### src/fhd_pkg.sv
`default_nettype none
// ----------------------------------------------------------------------------
// fhd_pkg
// Shared types and constants for the frame header deframer.
// ----------------------------------------------------------------------------
package fhd_pkg;

  localparam int unsigned HDR_LEN = 15;
  localparam int unsigned POS_W   = 17;
  localparam logic [POS_W-1:0] POS_MAX = '1;

  // header byte offsets
  localparam logic [3:0] OFS_CTRL_LO = 4'd0;
  localparam logic [3:0] OFS_CTRL_HI = 4'd1;
  localparam logic [3:0] OFS_SEQ     = 4'd2;
  localparam logic [3:0] OFS_PAN_LO  = 4'd3;
  localparam logic [3:0] OFS_PAN_HI  = 4'd4;
  localparam logic [3:0] OFS_DST_LO  = 4'd5;
  localparam logic [3:0] OFS_DST_HI  = 4'd6;
  localparam logic [3:0] OFS_SRC_LO  = 4'd7;
  localparam logic [3:0] OFS_SRC_HI  = 4'd8;
  localparam logic [3:0] OFS_VER     = 4'd9;
  localparam logic [3:0] OFS_FUNC    = 4'd10;
  localparam logic [3:0] OFS_FLAGS   = 4'd11;
  localparam logic [3:0] OFS_EXT_LEN = 4'd12;
  localparam logic [3:0] OFS_PAY_LO  = 4'd13;
  localparam logic [3:0] OFS_PAY_HI  = 4'd14;

  // configuration register indexes
  localparam logic [1:0] REG_EXP_VERSION = 2'd0;
  localparam logic [1:0] REG_MAX_EXT_LEN = 2'd1;
  localparam logic [1:0] REG_MAX_PAY_LEN = 2'd2;

  localparam logic [7:0]  EXP_VERSION_RST = 8'd1;
  localparam logic [7:0]  MAX_EXT_LEN_RST = 8'hFF;
  localparam logic [15:0] MAX_PAY_LEN_RST = 16'hFFFF;

  typedef enum logic [1:0] {
    KIND_HEADER  = 2'd0,
    KIND_EXT     = 2'd1,
    KIND_PAYLOAD = 2'd2,
    KIND_END     = 2'd3
  } kind_t;

  typedef enum logic [2:0] {
    STAT_OK       = 3'd0,
    STAT_SHORT    = 3'd1,
    STAT_VERSION  = 3'd2,
    STAT_EXT_LONG = 3'd3,
    STAT_PAY_LONG = 3'd4,
    STAT_TRUNC    = 3'd5
  } status_t;

  typedef struct packed {
    logic [15:0] frame_control;
    logic [7:0]  sequence_res;
    logic [15:0] pan_ident;
    logic [15:0] dest_address;
    logic [15:0] source_address;
    logic [7:0]  function_code;
    logic [7:0]  header_flags;
    logic [7:0]  extension_length;
    logic [15:0] payload_length;
  } header_t;

  // one queue entry: the results caused by one input byte
  typedef struct packed {
    logic    has_main;
    kind_t   main_kind;
    status_t main_status;
    logic [7:0] data_value;
    header_t hdr;
    logic    has_end;
    status_t end_status;
  } entry_t;

endpackage : fhd_pkg
`default_nettype wire

### src/fhd_front.sv
`default_nettype none
// ----------------------------------------------------------------------------
// fhd_front
// Byte counter, header capture, header checks and byte classification.
// Produces one queue entry for every byte that causes a result.
// ----------------------------------------------------------------------------
module fhd_front (
  input  wire  logic              clk,
  input  wire  logic              rst,
  input  wire  logic              cfg_write,
  input  wire  logic [1:0]        cfg_index,
  input  wire  logic [15:0]       cfg_data,
  input  wire  logic              accept,
  input  wire  logic [7:0]        rx_byte,
  input  wire  logic              final_byte,
  output       logic              push,
  output       fhd_pkg::entry_t   push_entry
);
  import fhd_pkg::*;

  logic [7:0]  expected_version;
  logic [7:0]  max_extension_length;
  logic [15:0] max_payload_length;

  logic [POS_W-1:0] byte_position;
  status_t          error_code;

  logic [15:0] captured_control;
  logic [7:0]  captured_sequence;
  logic [15:0] captured_pan;
  logic [15:0] captured_dest;
  logic [15:0] captured_source;
  logic [7:0]  captured_version;
  logic [7:0]  captured_function;
  logic [7:0]  captured_flags;
  logic [7:0]  captured_ext_len;
  logic [15:0] captured_pay_len;

  logic             in_header;
  logic             hdr_last;
  logic [15:0]      pay_len_now;
  status_t          hdr_err;
  status_t          err_now;
  logic [POS_W-1:0] ext_end;
  logic [POS_W-1:0] data_end;
  logic [POS_W-1:0] pos_inc;
  entry_t           entry;

  always_ff @(posedge clk) begin
    if (rst) begin
      expected_version     <= EXP_VERSION_RST;
      max_extension_length <= MAX_EXT_LEN_RST;
      max_payload_length   <= MAX_PAY_LEN_RST;
    end else if (cfg_write) begin
      case (cfg_index)
        REG_EXP_VERSION: expected_version     <= cfg_data[7:0];
        REG_MAX_EXT_LEN: max_extension_length <= cfg_data[7:0];
        REG_MAX_PAY_LEN: max_payload_length   <= cfg_data;
        default: ;
      endcase
    end
  end

  assign in_header   = (byte_position < POS_W'(HDR_LEN));
  assign hdr_last    = (byte_position == POS_W'(HDR_LEN - 1));
  // byte 14 completes the payload length in the same cycle as the checks
  assign pay_len_now = hdr_last ? {rx_byte, captured_pay_len[7:0]} : captured_pay_len;

  always_comb begin
    if (captured_version != expected_version) begin
      hdr_err = STAT_VERSION;
    end else if (captured_ext_len > max_extension_length) begin
      hdr_err = STAT_EXT_LONG;
    end else if (pay_len_now > max_payload_length) begin
      hdr_err = STAT_PAY_LONG;
    end else begin
      hdr_err = STAT_OK;
    end
  end

  assign err_now  = hdr_last ? hdr_err : error_code;
  assign ext_end  = POS_W'(HDR_LEN) + POS_W'(captured_ext_len);
  assign data_end = ext_end + POS_W'(pay_len_now);
  assign pos_inc  = (byte_position == POS_MAX) ? byte_position : byte_position + 1'b1;

  always_comb begin
    entry                       = '0;
    entry.hdr.frame_control     = captured_control;
    entry.hdr.sequence_res      = captured_sequence;
    entry.hdr.pan_ident         = captured_pan;
    entry.hdr.dest_address      = captured_dest;
    entry.hdr.source_address    = captured_source;
    entry.hdr.function_code     = captured_function;
    entry.hdr.header_flags      = captured_flags;
    entry.hdr.extension_length  = captured_ext_len;
    entry.hdr.payload_length    = pay_len_now;
    entry.data_value            = rx_byte;
    entry.main_kind             = KIND_HEADER;
    entry.main_status           = hdr_err;
    if (in_header) begin
      entry.has_main = hdr_last;
    end else if (error_code == STAT_OK) begin
      if (byte_position < ext_end) begin
        entry.has_main  = 1'b1;
        entry.main_kind = KIND_EXT;
      end else if (byte_position < data_end) begin
        entry.has_main  = 1'b1;
        entry.main_kind = KIND_PAYLOAD;
      end
    end
    entry.has_end = final_byte;
    if (pos_inc < POS_W'(HDR_LEN)) begin
      entry.end_status = STAT_SHORT;
    end else if (err_now != STAT_OK) begin
      entry.end_status = err_now;
    end else if (pos_inc < data_end) begin
      entry.end_status = STAT_TRUNC;
    end else begin
      entry.end_status = STAT_OK;
    end
  end

  assign push       = accept && (entry.has_main || entry.has_end);
  assign push_entry = entry;

  always_ff @(posedge clk) begin
    if (rst) begin
      byte_position <= '0;
      error_code    <= STAT_OK;
    end else if (accept) begin
      if (final_byte) begin
        byte_position <= '0;
        error_code    <= STAT_OK;
      end else begin
        byte_position <= pos_inc;
        if (hdr_last) begin
          error_code <= hdr_err;
        end
      end
    end
  end

  // every header field is rewritten before it is used, so no reset here
  always_ff @(posedge clk) begin
    if (accept && in_header) begin
      case (byte_position[3:0])
        OFS_CTRL_LO: captured_control[7:0]  <= rx_byte;
        OFS_CTRL_HI: captured_control[15:8] <= rx_byte;
        OFS_SEQ:     captured_sequence      <= rx_byte;
        OFS_PAN_LO:  captured_pan[7:0]      <= rx_byte;
        OFS_PAN_HI:  captured_pan[15:8]     <= rx_byte;
        OFS_DST_LO:  captured_dest[7:0]     <= rx_byte;
        OFS_DST_HI:  captured_dest[15:8]    <= rx_byte;
        OFS_SRC_LO:  captured_source[7:0]   <= rx_byte;
        OFS_SRC_HI:  captured_source[15:8]  <= rx_byte;
        OFS_VER:     captured_version       <= rx_byte;
        OFS_FUNC:    captured_function      <= rx_byte;
        OFS_FLAGS:   captured_flags         <= rx_byte;
        OFS_EXT_LEN: captured_ext_len       <= rx_byte;
        OFS_PAY_LO:  captured_pay_len[7:0]  <= rx_byte;
        OFS_PAY_HI:  captured_pay_len[15:8] <= rx_byte;
        default: ;
      endcase
    end
  end

endmodule : fhd_front
`default_nettype wire

### src/fhd_queue.sv
`default_nettype none
// ----------------------------------------------------------------------------
// fhd_queue
// Short FIFO of result entries between the front and back parts.
// ----------------------------------------------------------------------------
module fhd_queue #(
  parameter int unsigned DEPTH = 4
) (
  input  wire  logic            clk,
  input  wire  logic            rst,
  input  wire  logic            push,
  input  wire  fhd_pkg::entry_t push_entry,
  input  wire  logic            pop,
  output       fhd_pkg::entry_t head,
  output       logic            empty,
  output       logic            full
);
  import fhd_pkg::*;

  localparam int unsigned PTR_W = (DEPTH > 1) ? $clog2(DEPTH) : 1;
  localparam int unsigned CNT_W = $clog2(DEPTH + 1);
  localparam logic [PTR_W-1:0] PTR_LAST = PTR_W'(DEPTH - 1);
  localparam logic [CNT_W-1:0] CNT_FULL = CNT_W'(DEPTH);

  entry_t           slots [DEPTH];
  logic [PTR_W-1:0] wr_ptr;
  logic [PTR_W-1:0] rd_ptr;
  logic [CNT_W-1:0] count;

  assign empty = (count == '0);
  assign full  = (count == CNT_FULL);
  assign head  = slots[rd_ptr];

  always_ff @(posedge clk) begin
    if (push) begin
      slots[wr_ptr] <= push_entry;
    end
  end

  always_ff @(posedge clk) begin
    if (rst) begin
      wr_ptr <= '0;
      rd_ptr <= '0;
      count  <= '0;
    end else begin
      if (push) begin
        wr_ptr <= (wr_ptr == PTR_LAST) ? '0 : wr_ptr + 1'b1;
      end
      if (pop) begin
        rd_ptr <= (rd_ptr == PTR_LAST) ? '0 : rd_ptr + 1'b1;
      end
      if (push && !pop) begin
        count <= count + 1'b1;
      end else if (pop && !push) begin
        count <= count - 1'b1;
      end
    end
  end

  a_no_push_full: assert property (@(posedge clk) disable iff (rst) push |-> !full)
    else $error("queue written while full");
  a_no_pop_empty: assert property (@(posedge clk) disable iff (rst) pop |-> !empty)
    else $error("queue read while empty");
  a_count_range: assert property (@(posedge clk) disable iff (rst) count <= CNT_FULL)
    else $error("queue count out of range");

endmodule : fhd_queue
`default_nettype wire

### src/fhd_back.sv
`default_nettype none
// ----------------------------------------------------------------------------
// fhd_back
// Turns queue entries into result transfers through an output register.
// An entry holding a data/header result and an end result takes two transfers.
// ----------------------------------------------------------------------------
module fhd_back (
  input  wire  logic            clk,
  input  wire  logic            rst,
  input  wire  fhd_pkg::entry_t head,
  input  wire  logic            empty,
  output       logic            pop,
  output       logic            out_valid,
  input  wire  logic            out_stall,
  output       logic [1:0]      result_kind,
  output       logic [15:0]     frame_control,
  output       logic [7:0]      sequence_res,
  output       logic [15:0]     pan_ident,
  output       logic [15:0]     dest_address,
  output       logic [15:0]     source_address,
  output       logic [7:0]      function_code,
  output       logic [7:0]      header_flags,
  output       logic [7:0]      extension_length,
  output       logic [15:0]     payload_length,
  output       logic [7:0]      data_value,
  output       logic [2:0]      status
);
  import fhd_pkg::*;

  logic    load;
  logic    emit_main;
  logic    split;
  logic    phase;       // main result of the head entry already sent
  header_t hdr_out;

  assign load      = !out_valid || !out_stall;
  assign emit_main = head.has_main && !phase;
  assign split     = emit_main && head.has_end;
  assign pop       = load && !empty && !split;

  assign hdr_out = (emit_main && head.main_kind == KIND_HEADER) ? head.hdr : '0;

  always_ff @(posedge clk) begin
    if (rst) begin
      out_valid <= 1'b0;
      phase     <= 1'b0;
    end else if (load) begin
      out_valid <= !empty;
      if (!empty) begin
        phase <= split;
      end
    end
  end

  always_ff @(posedge clk) begin
    if (load && !empty) begin
      frame_control    <= hdr_out.frame_control;
      sequence_res     <= hdr_out.sequence_res;
      pan_ident        <= hdr_out.pan_ident;
      dest_address     <= hdr_out.dest_address;
      source_address   <= hdr_out.source_address;
      function_code    <= hdr_out.function_code;
      header_flags     <= hdr_out.header_flags;
      extension_length <= hdr_out.extension_length;
      payload_length   <= hdr_out.payload_length;
      if (emit_main) begin
        result_kind <= head.main_kind;
        data_value  <= (head.main_kind == KIND_HEADER) ? 8'd0 : head.data_value;
        status      <= (head.main_kind == KIND_HEADER) ? head.main_status : STAT_OK;
      end else begin
        result_kind <= KIND_END;
        data_value  <= 8'd0;
        status      <= head.end_status;
      end
    end
  end

endmodule : fhd_back
`default_nettype wire

### src/frame_header_deframer_unit.sv
`default_nettype none
// ----------------------------------------------------------------------------
// frame_header_deframer_unit
// Byte-wide frame deframer: captures the 15-byte header, checks it and tags
// the extension and payload bytes that follow.
//
// Input channel: rx_byte/final_byte, transfer when in_valid && !in_stall.
// Output channel: one result per transfer when out_valid && !out_stall.
// Header result on byte 15; if the header passes, one tagged result per
// extension/payload byte; an end result with status on the last byte. Surplus
// bytes give none. A byte's first result goes through the queue to the output
// register. Throughput: one byte per cycle while in_stall is low; a last byte
// that also carries a header or data result takes two output transfers.
// Results wait in a QUEUE_DEPTH-entry queue; in_stall rises when it is full,
// so a stalled receiver holds the input side after that many entries.
// Reset (rst, synchronous) restores the register defaults (version 1,
// limits 255 and 65535), empties the queue and starts a new frame.
// Configuration: cfg_write/cfg_index/cfg_data, written while idle.
// ----------------------------------------------------------------------------
module frame_header_deframer_unit #(
  parameter int unsigned QUEUE_DEPTH = 4
) (
  input  wire  logic        clk,
  input  wire  logic        rst,
  input  wire  logic        cfg_write,
  input  wire  logic [1:0]  cfg_index,
  input  wire  logic [15:0] cfg_data,
  input  wire  logic        in_valid,
  output       logic        in_stall,
  input  wire  logic [7:0]  rx_byte,
  input  wire  logic        final_byte,
  output       logic        out_valid,
  input  wire  logic        out_stall,
  output       logic [1:0]  result_kind,
  output       logic [15:0] frame_control,
  output       logic [7:0]  sequence_res,
  output       logic [15:0] pan_ident,
  output       logic [15:0] dest_address,
  output       logic [15:0] source_address,
  output       logic [7:0]  function_code,
  output       logic [7:0]  header_flags,
  output       logic [7:0]  extension_length,
  output       logic [15:0] payload_length,
  output       logic [7:0]  data_value,
  output       logic [2:0]  status
);
  import fhd_pkg::*;

  logic   accept;
  logic   push;
  logic   pop;
  logic   empty;
  logic   full;
  entry_t push_entry;
  entry_t head;

  assign in_stall = full;
  assign accept   = in_valid && !in_stall;

  fhd_front u_front (
    .clk        (clk),
    .rst        (rst),
    .cfg_write  (cfg_write),
    .cfg_index  (cfg_index),
    .cfg_data   (cfg_data),
    .accept     (accept),
    .rx_byte    (rx_byte),
    .final_byte (final_byte),
    .push       (push),
    .push_entry (push_entry)
  );

  fhd_queue #(
    .DEPTH (QUEUE_DEPTH)
  ) u_queue (
    .clk        (clk),
    .rst        (rst),
    .push       (push),
    .push_entry (push_entry),
    .pop        (pop),
    .head       (head),
    .empty      (empty),
    .full       (full)
  );

  fhd_back u_back (
    .clk              (clk),
    .rst              (rst),
    .head             (head),
    .empty            (empty),
    .pop              (pop),
    .out_valid        (out_valid),
    .out_stall        (out_stall),
    .result_kind      (result_kind),
    .frame_control    (frame_control),
    .sequence_res     (sequence_res),
    .pan_ident        (pan_ident),
    .dest_address     (dest_address),
    .source_address   (source_address),
    .function_code    (function_code),
    .header_flags     (header_flags),
    .extension_length (extension_length),
    .payload_length   (payload_length),
    .data_value       (data_value),
    .status           (status)
  );

endmodule : frame_header_deframer_unit
`default_nettype wire

### config.mk
export PLATFORM = sky130hd
export DESIGN_NAME = frame_header_deframer_unit
export DESIGN_NICKNAME = d
export VERILOG_FILES = /design/src/fhd_pkg.sv /design/src/fhd_front.sv /design/src/fhd_queue.sv /design/src/fhd_back.sv /design/src/frame_header_deframer_unit.sv
export SDC_FILE = /design/constraint.sdc
export NUM_CORES = 1
export LEC_CHECK = 0
export ABC_AREA = 1
export BUFFER_PORTS_ARGS = -buffer_cell sky130_fd_sc_hd__buf_4
export CAP_MARGIN = 10
export CORE_MARGIN = 2
export CORE_UTILIZATION = 25
export DETAILED_ROUTE_END_ITERATION = 8
export GPL_ROUTABILITY_DRIVEN = 0
export RECOVER_POWER = 100
export SKIP_LAST_GASP = 1
export SYNTH_ARGS = -nofsm -noshare
export SYNTH_HDL_FRONTEND = slang
export SYNTH_SLANG_ARGS = --single-unit
### constraint.sdc
create_clock -name clk -period 22.1 [get_ports clk]
set_input_delay 1.105 -clock clk [delete_from_list [all_inputs] [get_ports clk]]
set_output_delay 1.105 -clock clk [all_outputs]
set_load 0.02 [all_outputs]
# Word-level counts from Yosys, hierarchy flattened
# Memories as Yosys holds them, arrays and structs flattened. A register that Yosys moved wholly into a read port is not among the register bits.
# Index checks and enable logic that the tools add are counted.
[classes]
add_sub_neg = 7
mux = 26
reduce_logical = 47
eq_ne = 22
bitwise_logic = 2
magnitude_cmp = 7
[ops]
columns = ["cell", "count"]
rows = [
  ["$lt 17x17->1", 3],
  ["$mux 3", 15],
  ["$reduce_and 2->1", 19],
  ["$lt 17x4->1 const B", 2],
  ["$mux 17", 2],
  ["$eq 4x4->1 const B", 7],
  ["$add 17x1->17 const B", 1],
  ["$add 17x16->17", 1],
  ["$eq 17x17->1 const B", 1],
  ["$eq 17x4->1 const B", 1],
  ["$eq 4x3->1 const B", 4],
  ["$gt 16x16->1", 1],
  ["$mux 16", 1],
  ["$logic_and 1x1->1", 10],
  ["$mux 2", 5],
  ["$add 4x8->9 const A", 1],
  ["$eq 4x2->1 const B", 2],
  ["$gt 8x8->1", 1],
  ["$logic_not 1->1", 8],
  ["$ne 8x8->1", 1],
  ["$eq 2x2->1 const B", 3],
  ["$logic_not 3->1", 2],
  ["$add 2x1->2 const B", 2],
  ["$eq 4x1->1 const B", 1],
  ["other kinds (12)", 17],
]
[word_totals]
ff_bits = 306
output_inout_bits = 127
inputBits = 32
elab_cells = 149
n_memories = 1
mem_bits_rw = 520
[memory_table]
columns = ["memory", "words", "width", "rd", "rd_ports_with_merged_regs", "wr", "line", "rtl"]
rows = [
  ["u_queue.slots", 4, 130, 1, 1, 1, "fhd_queue.sv:25", "entry_t slots [DEPTH];"],
]

# Logic depth before layout (Yosys ltp)
# Gate-level depths: netlist (run 1).
[logic_depth]
depth_word = 14
mapped_depth = 38
ltp_nobuf = 38

# By module
# From an unflattened synthesis (run 1), not the netlist that was laid out.
[unflattened]
cells_unflattened = 2639
area_unflattened_um2 = 34214.1
[modules_own_cells]
columns = ["mod", "area_each_um2", "seq_area_each_um2", "cells_per_inst", "n_inst"]
rows = [
  ["fhd_queue", 19738.9, 15795.1, 1316, 1],
  ["fhd_front", 8832.2, 4644.5, 913, 1],
  ["fhd_back", 5632.9, 3793.6, 408, 1],
  ["frame_header_deframer_unit", 10.0, 0.0, 2, 1],
]

# Worst setup path before layout (run 1)
# Ideal clock, no wire load.
[synth_timing]
kind = "input to register"
startpoint = "input port out_stall"
endpoint = "register u_queue.count[1]"
cell_stages = 9
setup_ns = 0.120
path_slack_ns = 12.685
t_required_ns = 21.980
arrival_time_ns = 9.295
path_buffers = 0
cell_sequence = "nand2_1 > inv_1 > a31oi_1 > nand2_1 > ha_1 > inv_1 > fa_1 > o21ai_0 > a21oi_1"
[synth_between]
elab_chain_len = 7
word_cells_on_any_way = 9
cone_classes = "mux (1); reduce/logical (8)"
[synth_lines]
columns = ["element", "line", "rtl"]
rows = [
  ["start: declaration", "frame_header_deframer_unit.sv:33", "input wire logic out_stall,"],
  ["$logic_not 1->1 *", "fhd_back.sv:36", "assign load = !out_valid || !out_stall;"],
  ["$logic_or 1x1->1 *", "fhd_back.sv:36", ""],
  ["$logic_and 1x1->1 * (2 in a row)", "fhd_back.sv:39", "assign pop = load && !empty && !split;"],
  ["$logic_not 1->1", "fhd_queue.sv:52", "if (push && !pop) begin"],
  ["$logic_and 1x1->1", "fhd_queue.sv:52", ""],
  ["$mux 3 or $reduce_bool 2->1 (tied branches)", "--", ""],
  ["end signal: assignment", "fhd_queue.sv:53", "count <= count + 1'b1;"],
  ["end signal: assignment", "fhd_queue.sv:55", "count <= count - 1'b1;"],
  ["end: declaration", "fhd_queue.sv:28", "logic [CNT_W-1:0] count;"],
]
# Mark *: on every way between the ends. The rest lies on a longest branch, timed or not.
# A chain may end at the register's enable or synchronous reset.

==> out/results.txt, run 1 <==
ys async rst share: 0
RR Endpoint: u_queue.slots[3][111]
vias per cell: 4.38
syn nets: 2737
Ant. Diodes: 0
synthesized area: 33000 um^2
Pre-antenna DRT Iters: 5
share of cells above drive strength 1: 0.0700
Netlist cell types: 48
Worst Hold Launch: u_front.error_code[2]
Crit. End Element: flop
CP max FO: 54
cell accounting for the most synthesized area: edfxtp_1
initial DRC count: 1839
Starting Density: 0.251
number of global-route vias before repair: 19473
clk sink count: 828
Pwr Density: 117 nW/um^2
antenna violations before repair: 6
CP max stage delay: 2.60 ns
global-route wire length before repair: 125000 um
Tot GR Track Use: 0.122
vias after detailed routing: 20193
Die Ht: 367 um
Seq/Total Area, Yosys: 0.734
Buffers on Ports: 158
WHS Endpoint: u_front.error_code[2]
maxcap violations: 25
DP HPWL: 50000 um
Slew Limit Fails: 1094
final hold vios: 0
Arrival @ worst endpoint: 12.96 ns
Placed Area: 36200 um^2
Min-Delay Path Class: flop to flop
reg2reg path depth: 28
Yosys top cell area share: 0.696
final instance area: 38400 um^2
FMAX: 78.2 MHz
ys flop type: edfxtp_1
clock-pin slew on the worst setup and hold paths: 0.06 ns
number of synthesized flops with an enable pin: 765
Core Region: 131000 um^2
Yosys reg bits: 828
Critical-path top delay cell: clkbuf_1
status: finished with violations
Synth Warn #: 0
R2R Path Start: u_front.captured_ext_len[0]
grt total ovfl: 0
Final #Nets: 2898
Worst VDD drop: 0.106 mV
Cell Chain, Critical Path: clkbuf_1, nor2_4, nor2_1, nand3_4, nor2_1, inv_1, nor2_1, nand2_1, nand3_1, nand2_1, ha_1, a21oi_1, nor2_1, a2111oi_0, nand2_2, nand3_1, nand2_1, nor2_1, clkbuf_1, clkbuf_1
hold buffers post-CTS: 0
Mapped Cells: 2621
Avg WL per Cell: 18.3 um
relative slew slack: -4.09
synth top area cells: edfxtp_1, nor2_1, o21ai_0
CP required: 22.27 ns
Post-CTS Resized: 0
Clock Latency Late Sink: 0.66 ns
Clock Path Buffers: 3
Worst-Margin Slew: 7.63 ns
WHS Path Cells: 2
r2r setup slk: 9.48 ns
Root Buffer: clkbuf_16
TritonCTS clock tree: yes
fin crit share: 0.578
Leakage Power: 13.3 nW
failing checks: capacitance limit, slew limit
Row Count: 133
largest net degree at the start of global routing: 195
Post-CTS Setup Inserts: 0
num ports: 159
RSZ-0062 raised after global routing: false
Num CTS Buffers: 88
Avg Cell Area, Syn: 12.6 um^2
# setup viols final: 0
Chip Width: 367 um
die area: 135000 um^2
final WL: 84300 um
setup TNS: 0 ns
crit path launch type: input port
Area Growth Syn to Fin: 16.4%
CP Class: input port to flop
Placed Instances: 4447
DR DRC count: 0
fin cells: 4612
Routed Antenna Nets: 0
H-tree level count: 3
Worst Clk Skew: 0.0231 ns
Crit path top cell by count: nor2_1
minimum clock period: 12.78 ns
-- metal layers --
metal,up-vias,global-route usage,routed length [um]
met4,4,0.0350,2070
li1,9613,-,-
met2,513,0.196,39000
met5,-,0,15
met3,124,0.0226,4730
met1,9939,0.167,38500
-- layout by cell type, fill, tap and decap left out, types with 5 or more instances in the layout --
cell / instances
edfxtp_1: 765
nor2_1: 604
o21ai_0: 286
nand2_1: 203
a21oi_1: 186
clkbuf_1: 177
inv_1: 122
clkbuf_16: 88
ha_1: 82
dfxtp_1: 62
nand3_1: 40
o211ai_1: 28
buf_4: 27
xor2_1: 17
clkinv_2: 16
xnor2_1: 16
clkinv_1: 13
nor3_1: 11
nand4_1: 10
o22ai_1: 9
nand2_2: 7
inv_2: 7
bufinv_16: 7
a31oi_1: 5
nor2_2: 5
nand3_2: 5
nor4_1: 5
clkinvlp_4: 5
-- layout make-up --
type | instances | area, um^2
Clock buffer | 111 | 2310
Clock inverter | 54 | 569
Fill cell | 13230 | 92900
Inverter | 132 | 500
Multi-Input combinational cell | 1547 | 7770
Sequential cell | 828 | 24200
Tap cell | 1755 | 2200
Timing Repair Buffer | 185 | 816
-- per-stage QoR --
| step | utilization | setup WS (ns) | hold slack [ns] | total power, mW |
|---|---|---|---|---|
| final | 0.292 | 9.32 | 0.486 | 4.48 |
| after global placement | 0.276 | 14.87 | 0.469 | 3.13 |
| after global routing | 0.292 | 8.35 | 0.502 | 4.70 |
| after CTS | 0.298 | 14.64 | 0.480 | 4.62 |
| after floorplan | - | 12.68 | 0.446 | 2.69 |
| after detailed placement | 0.276 | 14.69 | 0.470 | 3.14 |
-- cells by family after synthesis --
group                      count (synthesis)  synth area share
AOI/OAI and AO/OA                        527            0.0840
xor gates and xnor gates                  34           0.00925
adders and majority gates                 84            0.0323
buffers and inverters                    246            0.0284
DFF                                      828             0.734
and+or+nand+nor                          902             0.112
-- worst max-delay path: cells and delay by family --
family	cells	cell delay, ns
fa+ha+maj	1	0.30
buf+inv	4	6.58
simple gates	13	4.19
compound gates	2	0.64
-- synthesized netlist by cell type, drive strengths merged, types with 9 or more instances --
| master | count |
|---|---|
| buf | 13 |
| a21oi | 187 |
| xor2 | 18 |
| inv | 130 |
| dfxtp | 63 |
| nor3 | 13 |
| nand4 | 10 |
| nor2 | 612 |
| o22ai | 9 |
| nand3 | 46 |
| o211ai | 28 |
| xnor2 | 16 |
| o21ai | 288 |
| ha | 82 |
| edfxtp | 765 |
| nand2 | 211 |
| clkbuf | 101 |
-- flip-flops by register name, summed over array words and instances (netlist names), 16 cells and up, named ones only --
register	count
u_back.frame_control	16
u_front.captured_dest	16
u_back.pan_ident	16
u_back.dest_address	16
u_back.payload_length	16
u_queue.slots	520
u_front.captured_pay_len	16
u_front.byte_position	17
u_front.captured_pan	16
u_back.source_address	16
u_front.captured_source	16
u_front.captured_control	16
u_front.max_payload_length	16
-- where the power goes --
| group | internal, mW | switching, mW | total, mW |
|---|---|---|---|
| registers | 1.97 | 0.0899 | 2.06 |
| clock network | 0.836 | 0.629 | 1.46 |
| logic | 0.213 | 0.743 | 0.956 |
-- worst max path at each step --
stage,startpoint,endpoint,slack [ns],cells past startpoint
global placement,u_front.captured_ext_len[0],u_queue.slots[3][112],14.87,28
floorplan,out_stall,u_queue.count[1],12.68,9
detailed placement,u_front.captured_ext_len[0],u_queue.slots[3][112],14.69,28
CTS,u_front.captured_ext_len[0],u_queue.slots[3][92],14.64,28
finish,rx_byte[2],u_queue.slots[3][111],9.32,20
global route,rx_byte[2],u_queue.slots[3][111],8.35,20
Power figures use the tool's default switching activity.
==> inputs of run 2 (changes only) <==
==> constraint.sdc (replaced) <==
create_clock -name clk -period 12.96 [get_ports clk]
set_input_delay 0.648 -clock clk [delete_from_list [all_inputs] [get_ports clk]]
set_output_delay 0.648 -clock clk [all_outputs]
set_load 0.02 [all_outputs]
==> run 2 against run 1 <==
Compared with the run above:
- the flow still finishes with violations (capacitance limit, slew limit)
- setup slack got worse by 5.1 ns
- non-clock buffer count decreased by 6
- routed wire length shrank 0.77%
- via count fell by 0.77%
- design area rose by 0.37%
- global-route usage down 0.053 points
- sequential share of layout area down 0.24 points
- utilization increased by 0.11 points
- hold slack got worse by 0.28 ns
- clock skew fell by 0.0011 ns
- critical path depth rose by 6
- largest power group unchanged
==> out/results.txt, run 2 (same netlist as run 1, synthesis figures left out) <==
TritonCTS clock tree: yes
global-route wire length before repair: 124000 um (-0.67%)
fin crit share: 0.675
Largest regs: u_queue.slots x520, u_front.byte_position x17
share of cells above drive strength 1: 0.0715 (+0.00145)
Avg WL per Cell: 18.1 um (-0.73%)
Post-CTS Resized: 0 (unchanged)
Post-CTS Setup Inserts: 0 (unchanged)
Final #Nets: 2895 (-0.10%)
Buffers on Ports: 158 (unchanged)
CP Class: flop to flop
Placed Area: 36200 um^2 (about the same)
num ports: 159 (unchanged)
DP HPWL: 48800 um (-2.5%)
Tot GR Track Use: 0.121 (-0.000526)
Starting Density: 0.251 (unchanged)
Min-Delay Path Class: input port to flop
grt total ovfl: 0 (unchanged)
minimum clock period: 8.75 ns
max FFs per register: 520 (unchanged)
Area Growth Syn to Fin: 16.8%
DR DRC count: 0 (unchanged)
largest net degree at the start of global routing: 188 (-3.6%)
final hold vios: 0 (unchanged)
Core Region: 131000 um^2 (unchanged)
H-tree level count: 3 (unchanged)
antenna violations before repair: 5 (-1)
register with the highest flop count: u_queue.slots
Routed Antenna Nets: 0 (unchanged)
CP max FO: 124 (+130%)
Placed Instances: 4441 (-0.13%)
crit path launch type: flop
vias after detailed routing: 20038 (-0.77%)
initial DRC count: 1843 (+0.22%)
Worst Clk Skew: 0.0220 ns (-0.00114 ns)
FMAX: 114 MHz
Num CTS Buffers: 91 (+3.4%)
Final WS setup: 4.21 ns (-5.11 ns)
clk sink count: 828 (unchanged)
reg2reg path depth: 26 (-7.1%)
WHS Path Cells: 3 (+1)
dpl ws: 6.87 ns (-7.82 ns)
Root Buffer: clkbuf_16
fin cells: 4610 (-0.043%)
Crit. End Element: flop
Clock Latency Late Sink: 0.66 ns (about the same)
most common cell after layout, fill and taps aside: edfxtp_1
RSZ-0062 raised after global routing: false
Pre-antenna DRT Iters: 6 (+1)
Worst VDD drop: 0.137 mV (+29%)
clock-pin slew on the worst setup and hold paths: 0.06 ns (about the same)
maxcap violations: 16 (-36%)
die area: 135000 um^2 (unchanged)
Row Count: 133 (unchanged)
Leakage Power: 13.4 nW (+0.66%)
Slew Limit Fails: 818 (-25%)
final WL: 83700 um (-0.77%)
CP required: 13.12 ns (-9.15 ns)
Chip Width: 367 um (unchanged)
setup TNS: 0 ns (unchanged)
Worst-Margin Slew: 4.27 ns (-3.37 ns)
fillcell total: 13195 (-0.26%)
# setup viols final: 0 (unchanged)
failing checks: capacitance limit, slew limit
Ant. Diodes: 0 (unchanged)
Clock Path Buffers: 3 (unchanged)
final instance area: 38500 um^2 (+0.37%)
number of global-route vias before repair: 19135 (-1.7%)
Die Ht: 367 um (unchanged)
hold buffers post-CTS: 0 (unchanged)
status: finished with violations
relative slew slack: -1.84 (+2.24)
worst hold slack: 0.209 ns (-0.277 ns)
most frequent cells in the layout: edfxtp_1, nor2_1, o21ai_0
vias per cell: 4.35 (-0.72%)
Pwr Density: 200 nW/um^2 (+71%)
Arrival @ worst endpoint: 8.91 ns (-4.05 ns)
run 2: cell count changes in the layout (fill, tap and decap cells not counted), moves of 3 or more:
cell,change
buf_4,+6
clkbuf_1,-17
clkbuf_16,+4
clkbuf_2,+3
clkbuf_8,+8
clkinv_2,-4
inv_2,-3
nor2_1,+3
nor2_2,-3
run 2: cell type report:
| class | count | area, um^2 | share of cell area |
|---|---|---|---|
| Clock inverter | 49 | 548 | 0.0142 |
| Tap cell | 1755 | 2200 | 0.0570 |
| Clock buffer | 120 | 2510 | 0.0651 |
| Multi-Input combinational cell | 1547 | 7730 | 0.201 |
| Sequential cell | 828 | 24200 | 0.629 |
| Inverter | 132 | 504 | 0.0131 |
| Timing Repair Buffer | 179 | 816 | 0.0212 |
run 2: stage by stage:
stage	power [mW]	utilization
after global placement	5.33	0.276
after CTS	7.98	0.299
final	7.71	0.294
after floorplan	4.59	-
after global routing	8.09	0.294
after detailed placement	5.34	0.276
run 2: worst paths after layout:
| kind | start | endpoint | slack, ns |
|---|---|---|---|
| setup / recovery | u_front.byte_position[0] | u_queue.slots[1][115] | 4.21 |
| hold / removal | cfg_data[9] | u_front.max_payload_length[9] | 0.21 |
| setup reg to reg | u_front.byte_position[0] | u_queue.slots[1][115] | 4.21 |
| hold reg to reg | u_front.error_code[2] | u_front.error_code[2] | 0.48 |
run 2: per-layer routing:
layer | up-vias | track usage | part of all wire
met2 | 543 | 0.196 | 0.47
met3 | 123 | 0.0234 | 0.062
met1 | 9777 | 0.165 | 0.45
li1 | 9593 | - | -
met4 | 2 | 0.0348 | 0.021
met5 | - | 0 | 0.000096
run 2: worst max-delay path, stage by stage (launching register included):
cell        delay, ns
dfxtp_1          0.38
inv_1            0.22
ha_1             0.23
inv_1            0.05
nor2_1           0.11
nand3_2          0.07
nor2_1           0.13
nand2_1          0.17
clkinvlp_2       0.20
nor2_1           0.06
nor2_1           0.77
nand3_4          0.13
nor2_1           0.18
inv_1            0.06
nor2_1           0.12
nand2_1          0.07
nand3_1          0.09
nand2_1          0.10
ha_1             0.29
a21oi_1          0.15
nor2_1           0.06
a2111oi_0        0.49
nand2_2          0.14
nand3_1          0.23
nand2_1          0.24
nor2_1           0.53
clkbuf_2         2.86
run 2: power breakdown:
group	internal [mW]	total (mW)	switching, mW
sequential	3.33	3.49	0.162
combinational	0.359	1.61	1.25
clock	1.53	2.61	1.08
total	5.22	7.71	2.49
==> inputs of run 3 (changes only) <==
==> constraint.sdc (replaced) <==
create_clock -name clk -period 7.6 [get_ports clk]
set_input_delay 0.38 -clock clk [delete_from_list [all_inputs] [get_ports clk]]
set_output_delay 0.38 -clock clk [all_outputs]
set_load 0.02 [all_outputs]
==> run 3 against run 2 <==
Compared with the run above:
- the run still ends with capacitance limit, slew limit left
- critical path type unchanged
- design area is essentially flat
- hold slack worse by 0.11 ns
- global-route usage down 0.14 points
- clock power grew 63%
- setup slack worse by 3.1 ns
- count of clock-buffer cells in the layout down 17
- routed wire length is 0.39% lower
- sequential share of layout area fell by 0.059 points
- clock skew up 0.010 ns
==> out/results.txt, run 3 (same netlist as run 1, synthesis figures left out) <==
most common cell after layout, fill and taps aside: edfxtp_1
Root Buffer: clkbuf_16
fin cells: 4620 (+0.22%)
Pwr Density: 336 nW/um^2 (+68%)
Pre-antenna DRT Iters: 6 (unchanged)
# setup viols final: 0 (unchanged)
final WL: 83300 um (-0.39%)
Clock Path Buffers: 3 (unchanged)
worst setup path endpoint: u_back.payload_length[4]
Placed Area: 36200 um^2 (about the same)
initial DRC count: 1909 (+3.6%)
Final WS setup: 1.15 ns (-3.06 ns)
Tot GR Track Use: 0.120 (-0.00136)
DR DRC count: 0 (unchanged)
max FFs per register: 520 (unchanged)
failing checks: capacitance limit, slew limit
Clock Latency Late Sink: 0.65 ns (about the same)
Worst Clk Skew: 0.0322 ns (+0.0102 ns)
Post-CTS Resized: 0 (unchanged)
relative slew slack: -1.67 (+0.170)
Die Ht: 367 um (unchanged)
r2r setup slk: 1.15 ns (-3.06 ns)
die area: 135000 um^2 (unchanged)
vias per cell: 4.35 (about the same)
grt total ovfl: 0 (unchanged)
Seq. cell area: 24200 um^2 (unchanged)
post-layout util: 0.294 (about the same)
fin crit share: 0.848 (+0.173)
Final #Nets: 2904 (+0.31%)
Arrival @ worst endpoint: 6.80 ns (-2.11 ns)
Core Region: 131000 um^2 (unchanged)
TritonCTS clock tree: yes
Leakage Power: 13.4 nW (-0.13%)
worst hold slack: 0.0943 ns (-0.115 ns)
Min-Delay Path Class: input port to flop
vias after detailed routing: 20094 (+0.28%)
CP max FO: 103 (-17%)
Post-CTS Setup Inserts: 0 (unchanged)
Buffers on Ports: 158 (unchanged)
final hold vios: 0 (unchanged)
Slew Limit Fails: 463 (-43%)
largest net degree at the start of global routing: 204 (+8.5%)
Starting Density: 0.251 (unchanged)
RR Endpoint: u_back.payload_length[4]
Cell Chain, Critical Path: inv_6, clkbuf_2, nand2_1, a32o_1, nand3_4, buf_4, a21oi_1
Chip Width: 367 um (unchanged)
CP required: 7.95 ns (-5.17 ns)
clk sink count: 828 (unchanged)
multi-input logic area: 7750 um^2 (+0.16%)
most frequent cells in the layout: edfxtp_1, nor2_1, o21ai_0
crit path launch type: flop
Routed Antenna Nets: 0 (unchanged)
Largest regs: u_queue.slots x520, u_front.byte_position x17
Worst VDD drop: 0.329 mV (+140%)
global-route wire length before repair: 123000 um (-0.71%)
Critical-path top delay cell: dfxtp_1
Num CTS Buffers: 84 (-7.7%)
Area Growth Syn to Fin: 16.9% (about the same)
maxcap violations: 12 (-4)
Worst Hold Launch: cfg_write
CP max stage delay: 2.01 ns (-0.85 ns)
Crit. End Element: flop
reg2reg path depth: 7 (-73%)
setup TNS: 0 ns (unchanged)
RSZ-0062 raised after global routing: false
status: finished with violations
CP Class: flop to flop
number of global-route vias before repair: 19277 (+0.74%)
hold buffers post-CTS: 17 (+17)
minimum clock period: 6.45 ns (-2.30 ns)
Avg WL per Cell: 18.0 um (-0.60%)
Placed Instances: 4440 (-0.023%)
Worst-Margin Slew: 4.01 ns (-0.255 ns)
clock-pin slew on the worst setup and hold paths: 0.06 ns (about the same)
register with the highest flop count: u_queue.slots
DP HPWL: 49600 um (+1.6%)
num ports: 159 (unchanged)
dpl ws: 1.75 ns (-5.11 ns)
share of cells above drive strength 1: 0.0686 (-0.00287)
antenna violations before repair: 4 (-1)
FMAX: 155 MHz (+36%)
Final Power: 13.0 mW (+68%)
final instance area: 38600 um^2 (about the same)
fillcell total: 13261 (+0.50%)
Row Count: 133 (unchanged)
H-tree level count: 3 (unchanged)
run 3: changes by cell type in the layout (fill, tap and decap cells not counted), moves of 2 or more:
cell           previous run  this run
dlygate4sd3_1             0        17
clkbuf_16                92        84
clkbuf_8                 10         2
diode_2                   0         7
buf_12                    1         5
bufinv_16                 8        12
clkbuf_1                160       156
clkinv_8                  4         1
buf_4                    33        31
inv_16                    1         3
run 3: worst max-delay path, delay by kind of cell, from the launching register on:
| family | cells | cell delay, ns |
|---|---|---|
| AO/OA/AOI/OAI | 2 | 0.85 |
| buffers and inverters | 3 | 2.40 |
| AND/OR/NAND/NOR | 2 | 0.79 |
| flip-flops | 1 | 2.01 |
run 3: metal layers:
metal  track usage  up-vias  share of wire
met2         0.187      591           0.46
li1              -     9633              -
met1         0.166     9773           0.46
met5             0        -              0
met3        0.0248       97          0.066
met4        0.0378        0          0.020
run 3: report_power, final:
group          total [mW]  internal [mW]  leakage [nW]  switching [mW]
Clock                4.26           2.49          1.37            1.77
Sequential           5.90           5.65          7.59           0.249
Combinational        2.80          0.618          4.42            2.19
Total                13.0           8.75          13.4            4.21
run 3: cell type report:
type	count	share of cell area
Sequential cell	828	0.628
Multi-Input combinational cell	1547	0.201
Tap cell	1755	0.0569
Clock buffer	103	0.0569
Timing Repair Buffer	195	0.0270
Clock inverter	53	0.0167
Inverter	132	0.0131
Antenna cell	7	0.000454
run 3: how the worst min path moves through the flow:
| stage | endpoint | slack [ns] | cells after the start |
|---|---|---|---|
| after global routing | u_front.max_extension_length[0] | 0.11 | 4 |
| after detailed placement | u_queue.slots[1][33] | 0.48 | 0 |
| final | u_front.max_extension_length[0] | 0.09 | 4 |
| after floorplan | u_front.max_extension_length[0] | 0.45 | 2 |
| after CTS | u_front.max_extension_length[0] | 0.06 | 4 |
| after global placement | u_front.error_code[0] | 0.47 | 2 |
